===== src/hw/rtl/gcl_pkg.sv =====
package gcl_pkg;

    localparam int MAX_CODEWORDS_DEF = 64;
    localparam int WORD_BITS_DEF     = 24;
    localparam int OUT_LIMIT         = 64;
    localparam int DIST_BITS         = 32;

    localparam int COUNT_W = 7;
    localparam int DIST_W  = 3;
    localparam int CODE_W  = 24;
    localparam int INDEX_W = 6;

    // broadcast to every cell of the chain
    typedef struct packed {
        logic               start;
        logic               search;
        logic               shift;
        logic [COUNT_W-1:0] want;
        logic [DIST_W-1:0]  min_dist;
    } t_ctrl;

    function automatic logic [2:0] nib_count(input logic [3:0] x);
        logic [2:0] c;
        c = 3'(x[0]) + 3'(x[1]) + 3'(x[2]) + 3'(x[3]);
        return c;
    endfunction

    // nibble counts summed as a tree: bytes, halves, total
    function automatic logic [5:0] popcount32(input logic [DIST_BITS-1:0] x);
        logic [3:0] b [4];
        logic [4:0] h [2];
        for (int i = 0; i < 4; i++) begin
            b[i] = 4'(nib_count(x[8*i +: 4])) + 4'(nib_count(x[8*i+4 +: 4]));
        end
        for (int i = 0; i < 2; i++) begin
            h[i] = 5'(b[2*i]) + 5'(b[2*i+1]);
        end
        return 6'(h[0]) + 6'(h[1]);
    endfunction

endpackage


===== src/hw/rtl/gcl_cell.sv =====
module gcl_cell import gcl_pkg::*; #(
    parameter int WORD_BITS = WORD_BITS_DEF,
    parameter int IDX       = 0
) (
    input  logic                 i_clk,
    input  logic                 i_rst_n,
    input  t_ctrl                i_ctrl,
    input  logic                 i_valid,
    input  logic [WORD_BITS-1:0] i_word,
    input  logic [WORD_BITS-1:0] i_next,
    output logic                 o_valid,
    output logic [WORD_BITS-1:0] o_word,
    output logic [WORD_BITS-1:0] o_store,
    output logic                 o_capture
);

    logic                 r_full;
    logic                 r_pv;
    logic [WORD_BITS-1:0] r_pw;
    logic [WORD_BITS-1:0] r_word;
    logic                 w_en;
    logic                 w_close;

    assign w_en      = 7'(IDX) < i_ctrl.want;
    assign w_close   = popcount32(DIST_BITS'(i_word ^ r_word)) < {3'b000, i_ctrl.min_dist};
    // only the first empty cell ever sees a live candidate
    assign o_capture = i_ctrl.search & i_valid & ~r_full & w_en;

    always_ff @(posedge i_clk) begin
        if (!i_rst_n) begin
            r_full <= 1'b0;
            r_pv   <= 1'b0;
        end else if (i_ctrl.start) begin
            r_full <= (IDX == 0);
            r_pv   <= 1'b0;
        end else if (i_ctrl.search) begin
            if (r_full) begin
                r_pv <= i_valid & ~w_close;
            end else begin
                r_pv <= 1'b0;
                if (o_capture) begin
                    r_full <= 1'b1;
                end
            end
        end else begin
            r_pv <= 1'b0;
        end
    end

    always_ff @(posedge i_clk) begin
        r_pw <= i_word;
        if (i_ctrl.start && IDX == 0) begin
            r_word <= '0;
        end else if (o_capture) begin
            r_word <= i_word;
        end else if (i_ctrl.shift) begin
            r_word <= i_next;
        end
    end

    assign o_valid = r_pv;
    assign o_word  = r_pw;
    assign o_store = r_word;

endmodule


===== config.mk =====
export PLATFORM = sky130hd
export DESIGN_NAME = gcl_cell
export DESIGN_NICKNAME = d
export VERILOG_FILES = /design/src/hw/rtl/gcl_pkg.sv /design/src/hw/rtl/gcl_cell.sv
export SDC_FILE = /design/constraint.sdc
export NUM_CORES = 1
export LEC_CHECK = 0
export BUFFER_PORTS_ARGS = -buffer_cell sky130_fd_sc_hd__buf_2
export CORE_ASPECT_RATIO = 0.5
export CORE_MARGIN = 3
export CORE_UTILIZATION = 35
export DETAILED_ROUTE_END_ITERATION = 12
export PLACE_DENSITY = 0.59
export SLEW_MARGIN = 20
export SYNTH_ARGS = -nofsm -noshare
export SYNTH_HDL_FRONTEND = slang
export SYNTH_SLANG_ARGS = --single-unit

===== constraint.sdc =====
create_clock -name i_clk -period 6.7 [get_ports i_clk]
set_input_delay 1.005 -clock i_clk [delete_from_list [all_inputs] [get_ports i_clk]]
set_output_delay 1.005 -clock i_clk [all_outputs]
set_load 0.05 [all_outputs]

## Word-level counts from Yosys, hierarchy flattened

Index checks and enable logic that the tools add are counted.

| operators by class | value |
|---|---|
| add/sub/neg operators | 31 |
| magnitude comparators | 2 |
| muxes and demuxes | 6 |
| bitwise logic cells | 9 |
| reduce and logical (&&, ||, !) cells | 3 |

Operator list:

| cell | number |
|---|---|
| $mux 24 | 2 |
| $xor 24x24->24 | 1 |
| $add 2x1->3 | 6 |
| $add 3x1->3 | 6 |
| $add 3x3->4 | 4 |
| $add 1x1->2 | 6 |
| $add 4x4->5 | 2 |
| $lt 1x7->1 const A | 1 |
| $add 2x1->3 const B | 2 |
| $add 3x1->3 const B | 2 |
| $add 5x5->6 | 1 |
| $lt 6x3->1 | 1 |
| $add 1x1->2 const AB | 2 |
| $and 1x1->1 | 4 |
| $mux 1 | 4 |
| $not 1->1 | 4 |
| $reduce_bool 2->1 | 2 |
| $reduce_or 4->1 | 1 |

| storage, ports and cells | value |
|---|---|
| flip-flop bits (word level) | 50 |
| word-level logic and storage cells | 55 |

## Depth between registers and ports, before layout

Gate-level depths: netlist (run 1).

| logic depth | value |
|---|---|
| word-level depth | 10 |
| depth in mapped cells | 16 |
| mapped depth without buffers | 16 |

## Worst setup path before layout (run 1)

Ideal clock, no wire load.

| timing path | value |
|---|---|
| path kind | input port to flip-flop |
| from | input i_word[11] |
| to | register r_pv (netlist: o_valid) |
| setup time | 0.128 ns |
| arrival time | 5.081 ns |
| slack | 1.491 ns |
| stages | 16 |
| buffers on the path | 0 |
| path through | xor2_1 -> fa_1 -> inv_1 -> fa_1 -> inv_1 -> fa_1 -> fa_1 -> inv_1 -> fa_1 -> inv_1 -> ha_1 -> fa_1 -> ha_1 -> nand2b_1 -> o221ai_1 -> a31oi_1 |

| between the ends | value |
|---|---|
| cells in the longest elaborated chain, start to end | 8 |

Ends and longest elaborated chain:

| element | RTL line | RTL |
|---|---|---|
| start, declared | gcl_cell.sv:9 | `input logic [WORD_BITS-1:0] i_word,` |
| $xor 24x24->24 | gcl_cell.sv:25 | `assign w_close = popcount32(DIST_BITS'(i_word ^ r_word)) < {3'b000, i_ctrl.min_dist};` |
| $add 3x1->3 | gcl_pkg.sv:24 | `c = 3'(x[0]) + 3'(x[1]) + 3'(x[2]) + 3'(x[3]);` |
| $add 3x3->4 | gcl_pkg.sv:33 | `b[i] = 4'(nib_count(x[8*i +: 4])) + 4'(nib_count(x[8*i+4 +: 4]));` |
| $add 4x4->5 | gcl_pkg.sv:36 | `h[i] = 5'(b[2*i]) + 5'(b[2*i+1]);` |
| $add 5x5->6 | gcl_pkg.sv:38 | `return 6'(h[0]) + 6'(h[1]);` |
| $lt 6x3->1 | gcl_cell.sv:25 |  |
| $not 1->1 | gcl_cell.sv:38 | `r_pv <= i_valid & ~w_close;` |
| $and 1x1->1 | gcl_cell.sv:38 |  |
| end signal, assigned | gcl_cell.sv:38 |  |
| end, declared | gcl_cell.sv:18 | `logic r_pv;` |

Every way passes these cells.
A chain may end at the register's enable or synchronous reset.

## Final worst setup path (run 1)

Ends and elaborated chain as after synthesis.

==> results_dict.tcl, run 1 <==
set metrics [dict create \
    dpl_cell_area_um2 3410 \
    die_h_um 68.9 \
    reg2reg_slack_ps 1850 \
    required_ps 6860 \
    vias_per_cell 4.39 \
    synth.distinct_cells 29 \
    antenna_found_initial 0 \
    io_pins 114 \
    synth_edf_count 0 \
    finalCritPeriodShare_pct 79.3 \
    synth.most_common_cell "dfxtp_1" \
    cts_buffer_depth 2 \
    async_flop_share_pct 0 \
    ir_worst_vdd_uv 324 \
    initial_utilization_pct 37.0 \
    cts_hold_buf 0 \
    nNetsFinal 444 \
    path_max_fanout 3 \
    timing.hold.ws_ps 573 \
    num_rows 22 \
    path_common_cell "fa_1" \
    place.port_buffers 113 \
    dieArea_um2 9080 \
    critPathLaunch "i_word[11]" \
    root_buffer "clkbuf_16" \
    slew_headroom_pct 43.9 \
    cts_tree "yes" \
    hold_viol 0 \
    grt_setup_unrepaired "no" \
    coreArea_um2 7490 \
    syn_area_per_cell_um2 11.3 \
    num_vias 2037 \
    clock_skew_ps 5.67 \
    nFillCells 743 \
    crit_slowest_cell "fa_1" \
    fin_area_um2 3570 \
    maxSlewViolCount 0 \
    path_cells "buf_2, xor2_1, fa_1, inv_1, fa_1, inv_1, fa_1, fa_1, inv_1, fa_1, inv_1, ha_1, fa_1, ha_1, nand2b_1, o221ai_1, a31oi_1" \
    synth_top_area_share_pct 36.2 \
    cp-endpoint "o_valid" \
    seq_area_frac_synth_pct 36.2 \
    reg2reg_from "o_store[11]" \
    worstPathArrival_ps 5470 \
    gr-total-overflow 0 \
    synth_area_leader_cell "dfxtp_1" \
    drive_gt1_share_pct 41.0 \
    htreeDepth 2 \
    reg2reg_depth 16 \
    drcViolationCount 0 \
    ctsResizeCount 0 \
    cts.sinks 50 \
    synth_top_flop_cell "dfxtp_1" \
    grt_pass1_vias 2003 \
    diodes 0 \
    place.gp.congestion 0.736 \
    ys_ff_latch 50 \
    drtIter0Drc 67 \
    slowest_delay_ps 560 \
    status "complete, no violations" \
    area_growth_pct 29.1 \
    cts_made_buffers 5 \
    synth_warnings 0 \
    fmax_mhz 188 \
    cp-end-kind "register" \
    chipWidth_um 132 \
    clk_pin_slew_ps 60 \
    grt_max_degree 51 \
    avgRoutedWirePerCell_um 13.4 \
    worst_pin_slew_ps 842 \
    drtAntennaViolNets 0 \
    crit_type "input pin to register" \
    drt-pass1-iter-count 4 \
    setup_tns_ps 0 \
    powerDensity_nw_per_um2 443 \
    setup_viol_count_final 0 \
    synth_nets 333 \
    cap_violations 0 \
    post_cts_buffers 0 \
    synth_cells 244 \
    route.final.wire_length_um 6200 \
    ys_top_cells_by_area "dfxtp_1 (36%), fa_1 (12%), mux2_4 (9.8%)" \
    startpoint_type "input pin" \
    worstHoldStart "r_full" \
    min_period_ps 5310 \
    dp_hpwl_um 4790 \
    clk_latency_ps 290 \
    static-leakage-power_uw 0.00183 \
    power_uw 1580 \
    synthesis.area_um2 2770 \
    synth_common_cells "dfxtp_1 (50), mux2i_1 (24), nor2_1 (24), inv_1 (22), mux2_4 (18)" \
    grt_first_pass_wirelength_um 9630 \
    grt_util_all_layers_pct 13.5 \
    rr_endpoint "o_valid" \
    min_path_type "register to register" \
]
## logic make-up (layout without fill, tap and decap cells)
logic type / count (synthesis) / after routing / share of synthesized area (%)
adder cells (fa/ha/maj): 25 / 25 / 15.9
AO/OA/AOI/OAI: 7 / 7 / 2.26
XOR/XNOR: 25 / 25 / 7.91
flip-flops: 50 / 50 / 36.2
AND/OR/NAND/NOR: 57 / 57 / 11.5
buffers and inverters: 32 / 144 / 5.38
multiplexers: 48 / 48 / 20.9
## layer usage
metal	GRT usage (%)	wire (um)	part of all wire (%)	vias up
li1	-	-	-	1004
met1	16.5	2760	44	980
met2	23.5	3070	49	47
met3	4.35	321	5.2	6
met4	3.80	57	0.92	0
met5	0	0	0	-
## where the power goes
group	switching, uW	internal (uW)
logic	549	419
registers	13.1	318
clock network	107	177
total	669	914
## worst max-delay path, delay by kind of cell
family                     cells  cell delay, ps
xor gates and xnor gates       1             160
adders and majority gates      8            3510
buffers and inverters          5             330
and+or+nand+nor                1             140
AOI/OAI and AO/OA              2             310
## how the worst min path moves through the flow
stage	cells past startpoint	to
final	1	r_full
after global placement	1	r_full
after floorplan	1	r_full
after detailed placement	1	r_full
after global routing	1	r_full
after CTS	1	r_full
## metrics by stage
step | util (%) | instances | worst slack [ps]
6_report | 47.7 | 464 | 1390
4_1_cts | 47.7 | 464 | 1370
5_1_grt | 47.7 | 464 | 1190
2_1_floorplan | - | 244 | 1490
3_3_place_gp | 45.6 | 456 | 1250
3_5_place_dp | 45.6 | 456 | 1120
## area by class of cell
cell class / instances / area [um2] / share of cell area [%]
clock buffers: 7 / 133 / 3.71
clock inverters: 1 / 30.0 / 0.840
inverters: 22 / 82.6 / 2.31
multi-input cells: 162 / 1620 / 45.3
flip-flops and latches: 50 / 1000 / 28.0
well taps: 108 / 135 / 3.78
repair buffers: 114 / 573 / 16.0
## state kept, by name (all words and copies together) (netlist names)
name,cells
o_valid,1
o_word,24
r_full,1
o_store,24
## cells in the final DEF (no fill, tap or decap), types with 2 or more instances in the layout
cell type,synthesis,final
mux2_2,6,6
nor2b_1,15,15
mux2i_1,24,24
inv_1,22,22
fa_1,17,17
buf_2,3,113
mux2_4,18,18
xnor2_1,11,11
and2b_1,10,10
clkbuf_16,0,5
nor3_1,2,2
a21oi_1,2,2
xor2_1,14,14
dfxtp_1,50,50
clkbuf_1,3,2
nor2_1,24,24
ha_1,8,8
(Power assumes the default switching activity.)
==> inputs of run 2 (changes only) <==
--- a/config.mk
+++ b/config.mk
@@ -10,7 +10,7 @@
 export CORE_MARGIN = 3
 export CORE_UTILIZATION = 35
 export DETAILED_ROUTE_END_ITERATION = 12
-export PLACE_DENSITY = 0.59
+export PLACE_DENSITY = 0.62
 export SLEW_MARGIN = 20
 export SYNTH_ARGS = -nofsm -noshare
 export SYNTH_HDL_FRONTEND = slang
==> constraint.sdc (replaced) <==
create_clock -name i_clk -period 4.5 [get_ports i_clk]
set_input_delay 0.675 -clock i_clk [delete_from_list [all_inputs] [get_ports i_clk]]
set_output_delay 0.675 -clock i_clk [all_outputs]
set_load 0.05 [all_outputs]
==> run 2 against run 1 <==
Net effect:
- the run now ends with setup timing left
- non-clock buffer count is 14 higher
- first-iteration DRC count down 36%
- cell count up 3.0%
- register-to-register slack worse by 1900 ps
- clock power is 53% higher
- critical path type unchanged
==> results_dict.tcl, run 2 (synthesis results as in run 1) <==
set metrics [dict create \
    die_h_um 68.9 \
    seqCellArea_um2 1000 \
    static-leakage-power_uw 0.00190 \
    reg2reg_slack_ps -30 \
    grt_max_degree 51 \
    route.final.wire_length_um 6280 \
    fmax_mhz 214 \
    maxSlewViolCount 0 \
    path_max_fanout 3 \
    required_ps 4680 \
    drcViolationCount 0 \
    drtAntennaViolNets 0 \
    antenna_found_initial 0 \
    grt_util_all_layers_pct 14.1 \
    timing.hold.ws_ps 513 \
    diodes 0 \
    ir_worst_vdd_uv 580 \
    drtIter0Drc 43 \
    cts.sinks 50 \
    num_vias 2053 \
    min_path_type "input pin to register" \
    multiInputGateArea_um2 1670 \
    clock_skew_ps 8.83 \
    slew_headroom_pct 43.1 \
    dp_slack_ps -556 \
    crit_slowest_cell "fa_2" \
    htreeDepth 2 \
    fin_ws_ps -170 \
    cap_violations 0 \
    dp_cells 470 \
    min_period_ps 4670 \
    cp-end-kind "register" \
    initial_utilization_pct 37.0 \
    path_common_cell "fa_1" \
    setup_tns_ps -170 \
    grt_pass1_vias 2177 \
    drive_gt1_share_pct 46.8 \
    violations "setup timing" \
    layout_common_cells "buf_2 (113), dfxtp_1 (47), mux2i_1 (24), nor2_1 (24), inv_1 (21)" \
    avgRoutedWirePerCell_um 13.1 \
    dieArea_um2 9080 \
    nFillCells 715 \
    cts_made_buffers 5 \
    grt_first_pass_wirelength_um 10100 \
    clk_latency_ps 290 \
    slowest_delay_ps 560 \
    worst_pin_slew_ps 854 \
    status "finished, violations left" \
    cts_buffer_depth 2 \
    root_buffer "clkbuf_16" \
    grt_setup_unrepaired "yes" \
    cp_top_family "adder cells" \
    num_rows 22 \
    area_growth_pct 34.9 \
    cp_num_buf_inv 5 \
    cts_hold_buf 0 \
    nNetsFinal 458 \
    io_pins 114 \
    place.port_buffers 113 \
    vias_per_cell 4.29 \
    chipWidth_um 132 \
    gr-total-overflow 0 \
    coreArea_um2 7490 \
    path_cells "buf_2, xor2_2, fa_1, inv_1, fa_1, fa_1, inv_1, fa_1, inv_2, fa_1, inv_1, ha_2, fa_2, ha_4, o221ai_2, a31oi_1" \
    startpoint_type "input pin" \
    setup_viol_count_final 1 \
    dp_hpwl_um 4830 \
    place.gp.congestion 0.709 \
    post_cts_buffers 0 \
    drt-pass1-iter-count 4 \
    hold_viol 0 \
    final_cell_count_no_fill 478 \
    finalCritPeriodShare_pct 104 \
    worstPathArrival_ps 4850 \
    final_common_cell "buf_2" \
    powerDensity_nw_per_um2 729 \
    clk_pin_slew_ps 70 \
    crit_type "input pin to register" \
    cts_tree "yes" \
]
## run 2: cell types whose count changed in the layout (fill, tap and decap cells not counted), sizes merged
cell,before,now
buf,114,128
clkbuf,7,5
clkinvlp,0,2
## run 2: power by group
part	internal (uW)	switching, uW
clock	262	172
sequential	474	18.9
combinational	864	932
## run 2: path summary, 6_finish.rpt
check         startpoint         to  cells after the start
max           i_word[21]    o_valid                     16
min            i_word[9]  o_word[9]                      1
max reg2reg  o_store[21]    o_valid                     15
min reg2reg       r_full     r_full                      1
## run 2: repair_timing
action,4_1_cts,5_1_grt
resized for setup,2,0
endpoints found under the setup margin,1,1
pin swaps,3,0
## run 2: cell type report
| type | instances | share of cell area, % |
|---|---|---|
| clock inverter | 3 | 1.21 |
| inverter | 22 | 2.21 |
| multi-input combinational | 162 | 44.6 |
| tap | 108 | 3.62 |
| timing repair buffer | 128 | 18.2 |
| clock buffer | 5 | 3.35 |
| sequential | 50 | 26.9 |
## run 2: routing by layer
layer  share of wire [%]  GRT usage, %  vias up
met3                 4.8          3.84       13
met1                  43          17.1      959
li1                    -             -     1030
met5                   0             0        -
met4                 1.7          4.32        0
met2                  50          25.1       51
## run 2: per-stage QoR
step	util [%]	cell area, um2	power, uW
after floorplan	-	2820	1810
after global placement	47.6	3560	2150
final	49.9	3740	2720
after detailed placement	47.6	3560	2250
after global routing	49.9	3740	2990
after CTS	49.9	3740	2760
